===== src/design/ttq_pkg.sv =====
// Shared types, constants and helpers for the timer event priority queue.
// No dependencies; every other file imports this package.
`default_nettype none

package ttq_pkg;

   localparam int DEPTH       = 16;
   localparam int MAX_RESULTS = 16;
   localparam int IDX_W       = (DEPTH > 1) ? $clog2(DEPTH) : 1;
   localparam int CNT_W       = $clog2(DEPTH + 1);
   localparam int NUM_W       = $clog2(MAX_RESULTS + 1);

   localparam logic       CMD_ADD   = 1'b0;
   localparam logic       CMD_TICK  = 1'b1;
   localparam logic [1:0] ST_ACCEPT = 2'd0;
   localparam logic [1:0] ST_FULL   = 2'd1;
   localparam logic [1:0] ST_FIRED  = 2'd2;

   typedef struct packed {
      logic        cmd;
      logic [7:0]  task_id;
      logic [15:0] delay;
      logic        is_recurring;
      logic [15:0] period;
   } req_type;

   typedef struct packed {
      logic [1:0]  status;
      logic [7:0]  fired_id;
      logic [31:0] fire_time;
      logic        last;
   } rsp_type;

   // Broadcast from the controller to every cell
   typedef struct packed {
      logic             add_en;
      logic             fire_en;
      logic             done_clr;
      logic [IDX_W-1:0] idx;
      logic [31:0]      deadline;
      logic [7:0]       id;
      logic             rec;
      logic [15:0]      per;
      logic [31:0]      now;
   } cell_op_type;

   // Scan value handed from cell to cell
   typedef struct packed {
      logic             due_found;
      logic [31:0]      due_dl;
      logic [IDX_W-1:0] due_idx;
      logic [7:0]       due_id;
      logic             due_rec;
      logic [15:0]      due_per;
      logic             free_found;
      logic [IDX_W-1:0] free_idx;
   } carry_type;

   typedef enum logic [1:0] {
      S_IDLE,
      S_SCAN,
      S_FLUSH
   } state_type;

   // Add with saturation at the counter maximum
   function automatic logic [31:0] sat_add(input logic [31:0] base, input logic [15:0] inc);
      logic [32:0] sum;
      sum = {1'b0, base} + {17'b0, inc};
      return sum[32] ? 32'hFFFF_FFFF : sum[31:0];
   endfunction

endpackage

`default_nettype wire


===== src/design/timer_event_priority_queue.sv =====
// Timer event priority queue: a row of DEPTH slot cells scanned as a chain.
// An add answers after one scan. A tick fires one due slot per scan, earliest first,
// and shows each firing one scan later; at the MAX_RESULTS limit the last one comes
// from the flush state. busy covers the whole request: it falls as the final
// response shows, and the next request can be taken then.
// No stall; sync reset clears the counter and valid bits.
`default_nettype none

module timer_event_priority_queue (
   input  wire               clock,
   input  wire               reset,
   input  wire               start,
   input  ttq_pkg::req_type  req_item,
   output logic              busy,
   output logic              rsp_strobe,
   output ttq_pkg::rsp_type  rsp_item
);
   import ttq_pkg::*;

   carry_type   chain [DEPTH+1];
   cell_op_type op;

   // Seed the head of the scan chain with an empty value
   assign chain[0] = '0;

   for (genvar i = 0; i < DEPTH; i++) begin : g_cell
      ttq_cell u_cell (
         .clock     (clock),
         .reset     (reset),
         .cell_idx  (IDX_W'(i)),
         .op        (op),
         .carry_in  (chain[i]),
         .carry_out (chain[i+1])
      );
   end

   ttq_ctrl u_ctrl (
      .clock      (clock),
      .reset      (reset),
      .start      (start),
      .req_item   (req_item),
      .busy       (busy),
      .carry      (chain[DEPTH]),
      .op         (op),
      .rsp_strobe (rsp_strobe),
      .rsp_item   (rsp_item)
   );

endmodule

`default_nettype wire


===== src/design/ttq_cell.sv =====
// One timer slot of the queue plus its stage of the scan chain.
// Depends on ttq_pkg.
`default_nettype none

module ttq_cell (
   input  wire                          clock,
   input  wire                          reset,
   input  wire  [ttq_pkg::IDX_W-1:0]    cell_idx,
   input  ttq_pkg::cell_op_type         op,
   input  ttq_pkg::carry_type           carry_in,
   output ttq_pkg::carry_type           carry_out
);
   import ttq_pkg::*;

   logic             valid_ff, valid_in;
   logic             done_ff, done_in;
   logic [31:0]      deadline_ff, deadline_in;
   logic [7:0]       id_ff, id_in;
   logic             rec_ff, rec_in;
   logic [15:0]      per_ff, per_in;
   carry_type        carry_ff, carry_in_next;
   logic             hit;
   logic             due;

   assign hit = (op.idx == cell_idx);
   assign due = valid_ff && !done_ff && (deadline_ff <= op.now);

   // Apply add, fire and done-clear requests to this slot
   always_comb begin
      valid_in    = valid_ff;
      done_in     = done_ff;
      deadline_in = deadline_ff;
      id_in       = id_ff;
      rec_in      = rec_ff;
      per_in      = per_ff;
      if (op.done_clr) begin
         done_in = 1'b0;
      end
      if (op.add_en && hit) begin
         valid_in    = 1'b1;
         deadline_in = op.deadline;
         id_in       = op.id;
         rec_in      = op.rec;
         per_in      = op.per;
      end
      if (op.fire_en && hit) begin
         done_in = 1'b1;
         if (rec_ff) begin
            deadline_in = op.deadline;
         end else begin
            valid_in = 1'b0;
         end
      end
   end

   // Merge this slot into the scan value: earliest due, lowest free
   always_comb begin
      carry_in_next = carry_in;
      if (due && (!carry_in.due_found || deadline_ff < carry_in.due_dl)) begin
         carry_in_next.due_found = 1'b1;
         carry_in_next.due_dl    = deadline_ff;
         carry_in_next.due_idx   = cell_idx;
         carry_in_next.due_id    = id_ff;
         carry_in_next.due_rec   = rec_ff;
         carry_in_next.due_per   = per_ff;
      end
      if (!carry_in.free_found && !valid_ff) begin
         carry_in_next.free_found = 1'b1;
         carry_in_next.free_idx   = cell_idx;
      end
   end

   always_ff @(posedge clock) begin
      if (reset) begin
         valid_ff <= 1'b0;
         done_ff  <= 1'b0;
         carry_ff <= '0;
      end else begin
         valid_ff <= valid_in;
         done_ff  <= done_in;
         carry_ff <= carry_in_next;
      end
   end

   always_ff @(posedge clock) begin
      deadline_ff <= deadline_in;
      id_ff       <= id_in;
      rec_ff      <= rec_in;
      per_ff      <= per_in;
   end

   assign carry_out = carry_ff;

endmodule

`default_nettype wire


===== src/design/ttq_ctrl.sv =====
// Command sequencer: tick counter, scan timing, firing and response staging.
// Depends on ttq_pkg.
`default_nettype none

module ttq_ctrl (
   input  wire                   clock,
   input  wire                   reset,
   input  wire                   start,
   input  ttq_pkg::req_type      req_item,
   output logic                  busy,
   input  ttq_pkg::carry_type    carry,
   output ttq_pkg::cell_op_type  op,
   output logic                  rsp_strobe,
   output ttq_pkg::rsp_type      rsp_item
);
   import ttq_pkg::*;

   state_type        state_ff, state_in;
   logic [CNT_W-1:0] cnt_ff, cnt_in;
   logic [NUM_W-1:0] num_ff, num_in;
   logic [31:0]      now_ff, now_in;
   req_type          req_ff, req_in;
   logic             pend_ff, pend_in;
   logic [7:0]       pend_id_ff, pend_id_in;
   logic             strobe_ff, strobe_in;
   rsp_type          rsp_ff, rsp_in;
   logic             scan_end;

   assign scan_end = (cnt_ff == CNT_W'(DEPTH));
   assign busy     = (state_ff != S_IDLE);

   // Next state, cell requests and responses
   always_comb begin
      state_in   = state_ff;
      cnt_in     = cnt_ff;
      num_in     = num_ff;
      now_in     = now_ff;
      req_in     = req_ff;
      pend_in    = pend_ff;
      pend_id_in = pend_id_ff;
      strobe_in  = 1'b0;
      rsp_in     = rsp_ff;
      op         = '0;
      op.now     = now_ff;
      unique case (state_ff)
         S_IDLE: begin
            if (start) begin
               req_in   = req_item;
               cnt_in   = '0;
               num_in   = '0;
               pend_in  = 1'b0;
               state_in = S_SCAN;
               if (req_item.cmd == CMD_TICK) begin
                  now_in      = now_ff + 32'd1;
                  op.done_clr = 1'b1;
               end
            end
         end
         S_SCAN: begin
            cnt_in = cnt_ff + CNT_W'(1);
            if (scan_end) begin
               cnt_in = '0;
               if (req_ff.cmd == CMD_ADD) begin
                  // Store into the lowest free slot or reject
                  strobe_in          = 1'b1;
                  rsp_in.status      = carry.free_found ? ST_ACCEPT : ST_FULL;
                  rsp_in.fired_id    = req_ff.task_id;
                  rsp_in.fire_time   = now_ff;
                  rsp_in.last        = 1'b1;
                  op.add_en          = carry.free_found;
                  op.idx             = carry.free_idx;
                  op.deadline        = sat_add(now_ff, req_ff.delay);
                  op.id              = req_ff.task_id;
                  op.rec             = req_ff.is_recurring;
                  op.per             = req_ff.period;
                  state_in           = S_IDLE;
               end else if (carry.due_found) begin
                  // Fire the earliest due slot; release the one held before
                  op.fire_en  = 1'b1;
                  op.idx      = carry.due_idx;
                  op.deadline = sat_add(now_ff, carry.due_per);
                  num_in      = num_ff + NUM_W'(1);
                  if (pend_ff) begin
                     strobe_in        = 1'b1;
                     rsp_in.status    = ST_FIRED;
                     rsp_in.fired_id  = pend_id_ff;
                     rsp_in.fire_time = now_ff;
                     rsp_in.last      = 1'b0;
                  end
                  pend_in    = 1'b1;
                  pend_id_in = carry.due_id;
                  if (num_ff + NUM_W'(1) == NUM_W'(MAX_RESULTS)) begin
                     state_in = S_FLUSH;
                  end
               end else begin
                  // Nothing more is due: close out with the held firing
                  if (pend_ff) begin
                     strobe_in        = 1'b1;
                     rsp_in.status    = ST_FIRED;
                     rsp_in.fired_id  = pend_id_ff;
                     rsp_in.fire_time = now_ff;
                     rsp_in.last      = 1'b1;
                  end
                  pend_in  = 1'b0;
                  state_in = S_IDLE;
               end
            end
         end
         S_FLUSH: begin
            strobe_in        = 1'b1;
            rsp_in.status    = ST_FIRED;
            rsp_in.fired_id  = pend_id_ff;
            rsp_in.fire_time = now_ff;
            rsp_in.last      = 1'b1;
            pend_in          = 1'b0;
            state_in         = S_IDLE;
         end
         default: begin
            state_in = S_IDLE;
         end
      endcase
   end

   always_ff @(posedge clock) begin
      if (reset) begin
         state_ff  <= S_IDLE;
         cnt_ff    <= '0;
         num_ff    <= '0;
         now_ff    <= '0;
         pend_ff   <= 1'b0;
         strobe_ff <= 1'b0;
      end else begin
         state_ff  <= state_in;
         cnt_ff    <= cnt_in;
         num_ff    <= num_in;
         now_ff    <= now_in;
         pend_ff   <= pend_in;
         strobe_ff <= strobe_in;
      end
   end

   always_ff @(posedge clock) begin
      req_ff     <= req_in;
      pend_id_ff <= pend_id_in;
      rsp_ff     <= rsp_in;
   end

   assign rsp_strobe = strobe_ff;
   assign rsp_item   = rsp_ff;

endmodule

`default_nettype wire


===== config.mk =====
export PLATFORM = sky130hd
export DESIGN_NAME = timer_event_priority_queue
export DESIGN_NICKNAME = d
export VERILOG_FILES = /design/src/design/ttq_pkg.sv /design/src/design/timer_event_priority_queue.sv /design/src/design/ttq_cell.sv /design/src/design/ttq_ctrl.sv
export SDC_FILE = /design/constraint.sdc
export NUM_CORES = 2
export LEC_CHECK = 0
export ABC_AREA = 0
export BUFFER_PORTS_ARGS = -buffer_cell sky130_fd_sc_hd__buf_2
export CORE_UTILIZATION = 55
export DETAILED_ROUTE_END_ITERATION = 16
export GPL_ROUTABILITY_DRIVEN = 0
export PLACE_DENSITY_LB_ADDON = 0.1
export SYNTH_ARGS = -nofsm -noshare
export SYNTH_HDL_FRONTEND = slang
export SYNTH_SLANG_ARGS = --single-unit

===== constraint.sdc =====
create_clock -name clock -period 8.9 [get_ports clock]
set_input_delay 1.78 -clock clock [delete_from_list [all_inputs] [get_ports clock]]
set_output_delay 1.78 -clock clock [all_outputs]
set_load 0.02 [all_outputs]

## Word-level counts from Yosys, hierarchy flattened

Cells that the tools add are included.

- Bits in registers: 2122
- Bits of input ports: 45
- Output and inout port bits: 45

- Add/subtract/negate cells: 5
- $lt $le $gt $ge: 31
- Equality and inequality tests: 25
- Multiplexer cells: 188
- Bitwise gates (word level): 1
- Reduce and logical (&&, ||, !) cells: 229

Operators by type and width:

| kind | count |
|---|---|
| two-way mux 32 bit | 50 |
| two-way mux 62 bit | 16 |
| <= comparator 32 bit | 16 |
| less-than comparator 32 bit | 15 |
| two-way mux 43 bit | 5 |
| two-way mux 61 bit | 2 |
| two-way mux 5 bit | 21 |
| logical AND 1 bit | 94 |
| case mux 43 bit (2 select lines) | 1 |
| two-way mux 1 bit | 78 |
| two-way mux 36 bit | 2 |
| adder 32 x 16 -> 33 bit | 2 |
| zero test 1 bit | 61 |
| OR reduction 2 bit | 29 |
| nonzero test 2 bit | 19 |
| adder 32 x 1 -> 32 bit (second input constant) | 1 |
| == test 4 bit (second input constant) | 8 |
| two-way mux 25 bit | 1 |
| case mux 5 bit (2 select lines) | 2 |
| == test 4 x 3 -> 1 bit (second input constant) | 4 |
| logical OR 1 bit | 15 |
| two-way mux 2 bit | 7 |
| adder 5 x 1 -> 5 bit (second input constant) | 2 |
| == test 5 bit (second input constant) | 2 |
| 19 further kinds | 26 |

## Logic depth before layout (Yosys ltp)

- Depth after elaboration: 11
- Gate-level depth with buffers: 14

## By module

From an unflattened synthesis, not the netlist that was laid out.

- Cells, all modules: 10806
- Area total of the unflattened synthesis: 116481.7 µm²

Modules (own cells, without submodules):

| module | instances | cells each | area each (µm²) |
|---|---|---|---|
| ttq_cell | 16 | 623 | 6775.2 |
| ttq_ctrl | 1 | 836 | 8070.2 |
| timer_event_priority_queue | 1 | 2 | 7.5 |

## Worst setup path after synthesis

Ideal clock, no wire load.

- Path kind: register to register
- Start point: register u_ctrl.req_ff[41] in the netlist's numbering
- End point: register u_ctrl.rsp_ff, in the netlist u_ctrl.rsp_item[0], enable pin
- Library setup time: 509 ps
- Arrival time: 4163 ps
- Required time: 8391 ps
- Path slack: 4228 ps
- Stages on the path, launching flop included: 5
- Clock period less this slack: 4672 ps
- Cells stage by stage: edfxtp_1 > inv_1 > clkbuf_1 > o21ai_0 > a21boi_0

- Cells in the longest elaborated chain, start to end: 2

RTL lines:

| element | line | RTL |
|---|---|---|
| from (decl) | ttq_ctrl.sv:22 | `req_type req_ff, req_in;` |
| from (signal assigned) | ttq_ctrl.sv:143 | `req_ff <= req_in;` |
| != test 3 bit (no source line) | n/a |  |
| AND reduction 3 bit (no source line) | n/a |  |
| to (signal assigned) | ttq_ctrl.sv:145 | `rsp_ff <= rsp_in;` |
| to (decl) | ttq_ctrl.sv:26 | `rsp_type rsp_ff, rsp_in;` |

No other way between the ends.
A chain may end at the register's enable or synchronous reset.

## Worst setup path after layout

- Start point: register u_ctrl.now_ff[30]
- End point: register g_cell[5].u_cell.carry_ff, in the netlist g_cell[5].u_cell.carry_out[5]

- Cells in the longest elaborated chain, start to end: 4

RTL lines:

| element | line | RTL |
|---|---|---|
| from (decl) | ttq_ctrl.sv:21 | `logic [31:0] now_ff, now_in;` |
| from (signal assigned) | ttq_ctrl.sv:136 | `now_ff <= now_in;` |
| <= comparator 32 bit | ttq_cell.sv:26 | `assign due = valid_ff && !done_ff && (deadline_ff <= op.now);` |
| logical AND 1 bit | ttq_cell.sv:26 |  |
| logical AND 1 bit | ttq_cell.sv:59 | `if (due && (!carry_in.due_found \|\| deadline_ff < carry_in.due_dl)) begin` |
| two-way mux 62 bit | ttq_cell.sv:59 |  |
| to (signal assigned) | ttq_cell.sv:81 | `carry_ff <= carry_in_next;` |
| to (decl) | ttq_cell.sv:21 | `carry_type carry_ff, carry_in_next;` |

No other way between the ends.

==> flow_metrics.py <==
metrics = {
    "logic_synthesis": {
        "synth.largest_area_cell": "dfxtp_1",
        "ys_ff_latch": 2077,
        "seq_area_frac_synth_pct": 46.0,
        "synth_top_area_share_pct": 31.4,
        "syn_nets": 11138,
        "synth_xor_area_share_pct": 0.442,
        "synth-simple-area-share_pct": 18.1,
        "synth_most_common_cell": "nand2b_1",
        "synth_fa_ha_area_share_pct": 12.6,
        "synthFlopType": "dfxtp_1",
        "synth_compound_area_share_pct": 10.8,
        "synth_cell_types": 91,
        "synth_top_family_by_area": "simple AND/OR/NAND/NOR gates",
        "syn_avg_cell_area_um2": 10.0,
        "syn_inst": 10074,
        "synthMuxAreaShare_pct": 7.84,
        "async_flop_share_pct": 0,
        "mappedNetlistArea_um2": 101000,
        "ys.warnings.count": 0,
        "synth_edf_count": 493,
        "yosys-top-cells-area": "dfxtp_1 (31%), edfxtp_1 (15%), ha_1 (13%)",
        "synth_common_cells": "nand2b_1 (1629), dfxtp_1 (1584), ha_1 (1017)",
    },
    "clock_network": {
        "cts_root_buffer": "clkbuf_16",
        "tritoncts": "built",
        "htree_levels": 4,
        "clkSinkCount": 2077,
        "clk_latency_ns": 0.89,
        "cts_setup_buffers": 0,
        "cts_buffer_depth": 3,
        "path_clk_slew_ns": 0.07,
        "cts-hold-fix-buffers": 0,
        "numCtsBuffers": 212,
        "cts_resized": 0,
    },
    "route": {
        "wl_per_cell_um": 23.3,
        "drc": 0,
        "first_pass_iters": 6,
        "drt_iter0_markers": 6701,
        "drt-total-wl_mm": 297,
        "num_vias": 73783,
        "vias_per_cell": 5.80,
        "final_antenna_net_count": 0,
    },
    "sta": {
        "fin_hold_ws_ns": 0.377,
        "final.min_clock_period_ns": 5.26,
        "setup_tns_ns": 0,
        "slew_viol_final": 0,
        "fin_crit_sh_pct": 59.1,
        "skew_ns": 0.105,
        "rsz0062_at_grt": "no",
        "finalHoldViolCount": 0,
        "setup_violations": 0,
        "slew_headroom_pct": 8.14,
        "worst_pin_slew_ns": 1.38,
        "max_freq_mhz": 190,
    },
    "grt": {
        "grt_pass1_wl_mm": 443,
        "grt_usage_pct": 31.5,
        "antenna_found_initial": 15,
        "grt_pass1_vias": 71498,
        "grt_max_degree": 283,
        "grt-ovfl-total": 0,
    },
    "floorplanning": {
        "num_rows": 157,
        "core_um2": 183000,
        "start_util_pct": 55.3,
        "ios": 90,
        "dieArea_um2": 186000,
        "fp.dieW_um": 431,
        "die_h_um": 431,
    },
    "setup_path": {
        "path_class": "flop to flop",
        "cp.required_ns": 9.67,
        "crit_start": "u_ctrl.now_ff[30]",
        "crit_fanout": 41,
        "r2r_start": "u_ctrl.now_ff[30]",
        "cp-end-kind": "flop",
        "reg2reg_to": "g_cell[5].u_cell.carry_out[5]",
        "worstPathArrival_ns": 6.03,
        "regToRegSetupSlack_ns": 3.64,
        "cp-start-kind": "flop",
        "crit_end": "g_cell[5].u_cell.carry_out[5]",
        "reg2reg_depth": 11,
    },
    "placed_design": {
        "port_buffers": 89,
        "hpwl_mm": 213,
        "dpl_cell_area_um2": 104000,
    },
    "pwr": {
        "peakVddDrop_mv": 0.172,
        "leakage_nw": 41.9,
        "power_density_nw_per_um2": 175,
    },
    "final_layout": {
        "seq_area_um2": 46500,
        "fin_nets": 11126,
        "synthToLayoutAreaGrowth_pct": 10.5,
        "multi_input_area_um2": 50900,
        "stdcell_area_um2": 112000,
        "drive_above_1_share_pct": 6.97,
        "fillers": 15153,
    },
    "run": {
        "maxCapViolations": 0,
    },
    "min_path": {
        "hold_class": "flop to flop",
    },
    "run_status": {
        "status": "finished, final reports clean",
    },
}
[flip-flops by register name (all words and copies together), names as in the netlist]
register / flops
g_cell.u_cell.carry_out: 994
g_cell.u_cell.deadline_ff: 512
g_cell.u_cell.per_ff: 256
g_cell.u_cell.id_ff: 128
u_ctrl.rsp_item: 43
u_ctrl.req_ff: 42
u_ctrl.now_ff: 32
g_cell.u_cell.done_ff: 16
g_cell.u_cell.rec_ff: 16
g_cell.u_cell.valid_ff: 16
u_ctrl.pend_id_ff: 8
u_ctrl.cnt_ff: 5
u_ctrl.num_ff: 5
u_ctrl.state_ff: 2
u_ctrl.pend_ff: 1
u_ctrl.rsp_strobe: 1
[power by group]
part | switching, mW | total [mW] | internal [mW]
Combinational | 0.368 | 0.595 | 0.227
Sequential | 0.0459 | 9.72 | 9.68
Clock | 3.92 | 9.24 | 5.31
Total | 4.34 | 19.6 | 15.2
[final cells by class]
cell class / count / area share (%)
Multi-Input combinational cell: 6925 / 45.5
Clock buffer: 302 / 5.43
Antenna cell: 7 / 0.0157
Clock inverter: 100 / 1.14
Tap cell: 2464 / 2.76
Sequential cell: 2077 / 41.6
Timing Repair Buffer: 245 / 1.52
Inverter: 601 / 2.02
[worst max-delay path: stages, from the launching register on]
cell	delay, ns
dfxtp_1	0.43
inv_1	0.34
buf_4	0.34
ha_1	0.33
nand4_1	0.16
nor4_1	0.77
nand4_1	0.25
nor4_1	0.32
a21oi_1	0.14
a211oi_4	0.92
buf_4	0.75
mux2i_1	0.29
[routing by layer]
layer	track usage, %	vias to the layer above	share of wire [%]
met4	15.7	2	5.5
met5	0	-	0.0030
met3	4.37	682	6.5
li1	-	35139	-
met1	42.3	35416	43
met2	49.6	2544	45
[metrics by stage]
| step | worst slack [ns] | std cells | utilization [%] | power [mW] |
|---|---|---|---|---|
| finish | 3.64 | 12721 | 61.1 | 19.6 |
| global route | 3.34 | 12716 | 61.1 | 20.1 |
| CTS | 3.66 | 12714 | 61.1 | 19.7 |
| detailed placement | 3.68 | 12312 | 57.1 | 10.5 |
| global placement | 3.89 | 12311 | 57.1 | 10.5 |
| floorplan | 4.23 | 10074 | - | 10.3 |
[cell families (layout without fill, tap and decap cells)]
| logic type | Yosys count | count (layout) |
|---|---|---|
| muxes | 791 | 791 |
| DFF | 2077 | 2077 |
| and+or+nand+nor | 3307 | 3307 |
| xor gates and xnor gates | 51 | 51 |
| AOI/OAI and AO/OA | 1757 | 1757 |
| adders and majority gates | 1019 | 1019 |
| other | 0 | 7 |
| buffers and inverters | 1072 | 1248 |
[cells in the final DEF, fill, tap and decap left out, types with 87 or more instances in the layout]
| cell | netlist | final |
|---|---|---|
| nand2b_1 | 1629 | 1628 |
| dfxtp_1 | 1584 | 1584 |
| ha_1 | 1017 | 1017 |
| mux2i_1 | 780 | 778 |
| inv_1 | 600 | 600 |
| nor2_1 | 522 | 506 |
| edfxtp_1 | 493 | 493 |
| o21ai_0 | 469 | 468 |
| nand2_1 | 461 | 460 |
| a21oi_1 | 473 | 457 |
| a21o_1 | 284 | 284 |
| clkbuf_16 | 0 | 214 |
| nand4_1 | 202 | 202 |
| buf_4 | 25 | 149 |
| a31oi_1 | 143 | 139 |
| buf_2 | 91 | 89 |
| nor3b_1 | 87 | 87 |
[worst min path at each step]
stage | from | end | slack (ns) | cells after the start
CTS | g_cell[12].u_cell.carry_out[2] | g_cell[13].u_cell.carry_out[2] | 0.36 | 2
global route | g_cell[12].u_cell.carry_out[2] | g_cell[13].u_cell.carry_out[2] | 0.38 | 2
detailed placement | g_cell[15].u_cell.carry_out[29] | u_ctrl.pend_id_ff[7] | 0.39 | 0
global placement | g_cell[15].u_cell.carry_out[29] | u_ctrl.pend_id_ff[7] | 0.39 | 0
floorplan | g_cell[15].u_cell.carry_out[22] | u_ctrl.pend_id_ff[0] | 0.39 | 0
finish | g_cell[12].u_cell.carry_out[2] | g_cell[13].u_cell.carry_out[2] | 0.38 | 2
Note: power is estimated with default switching activity, not from simulation.
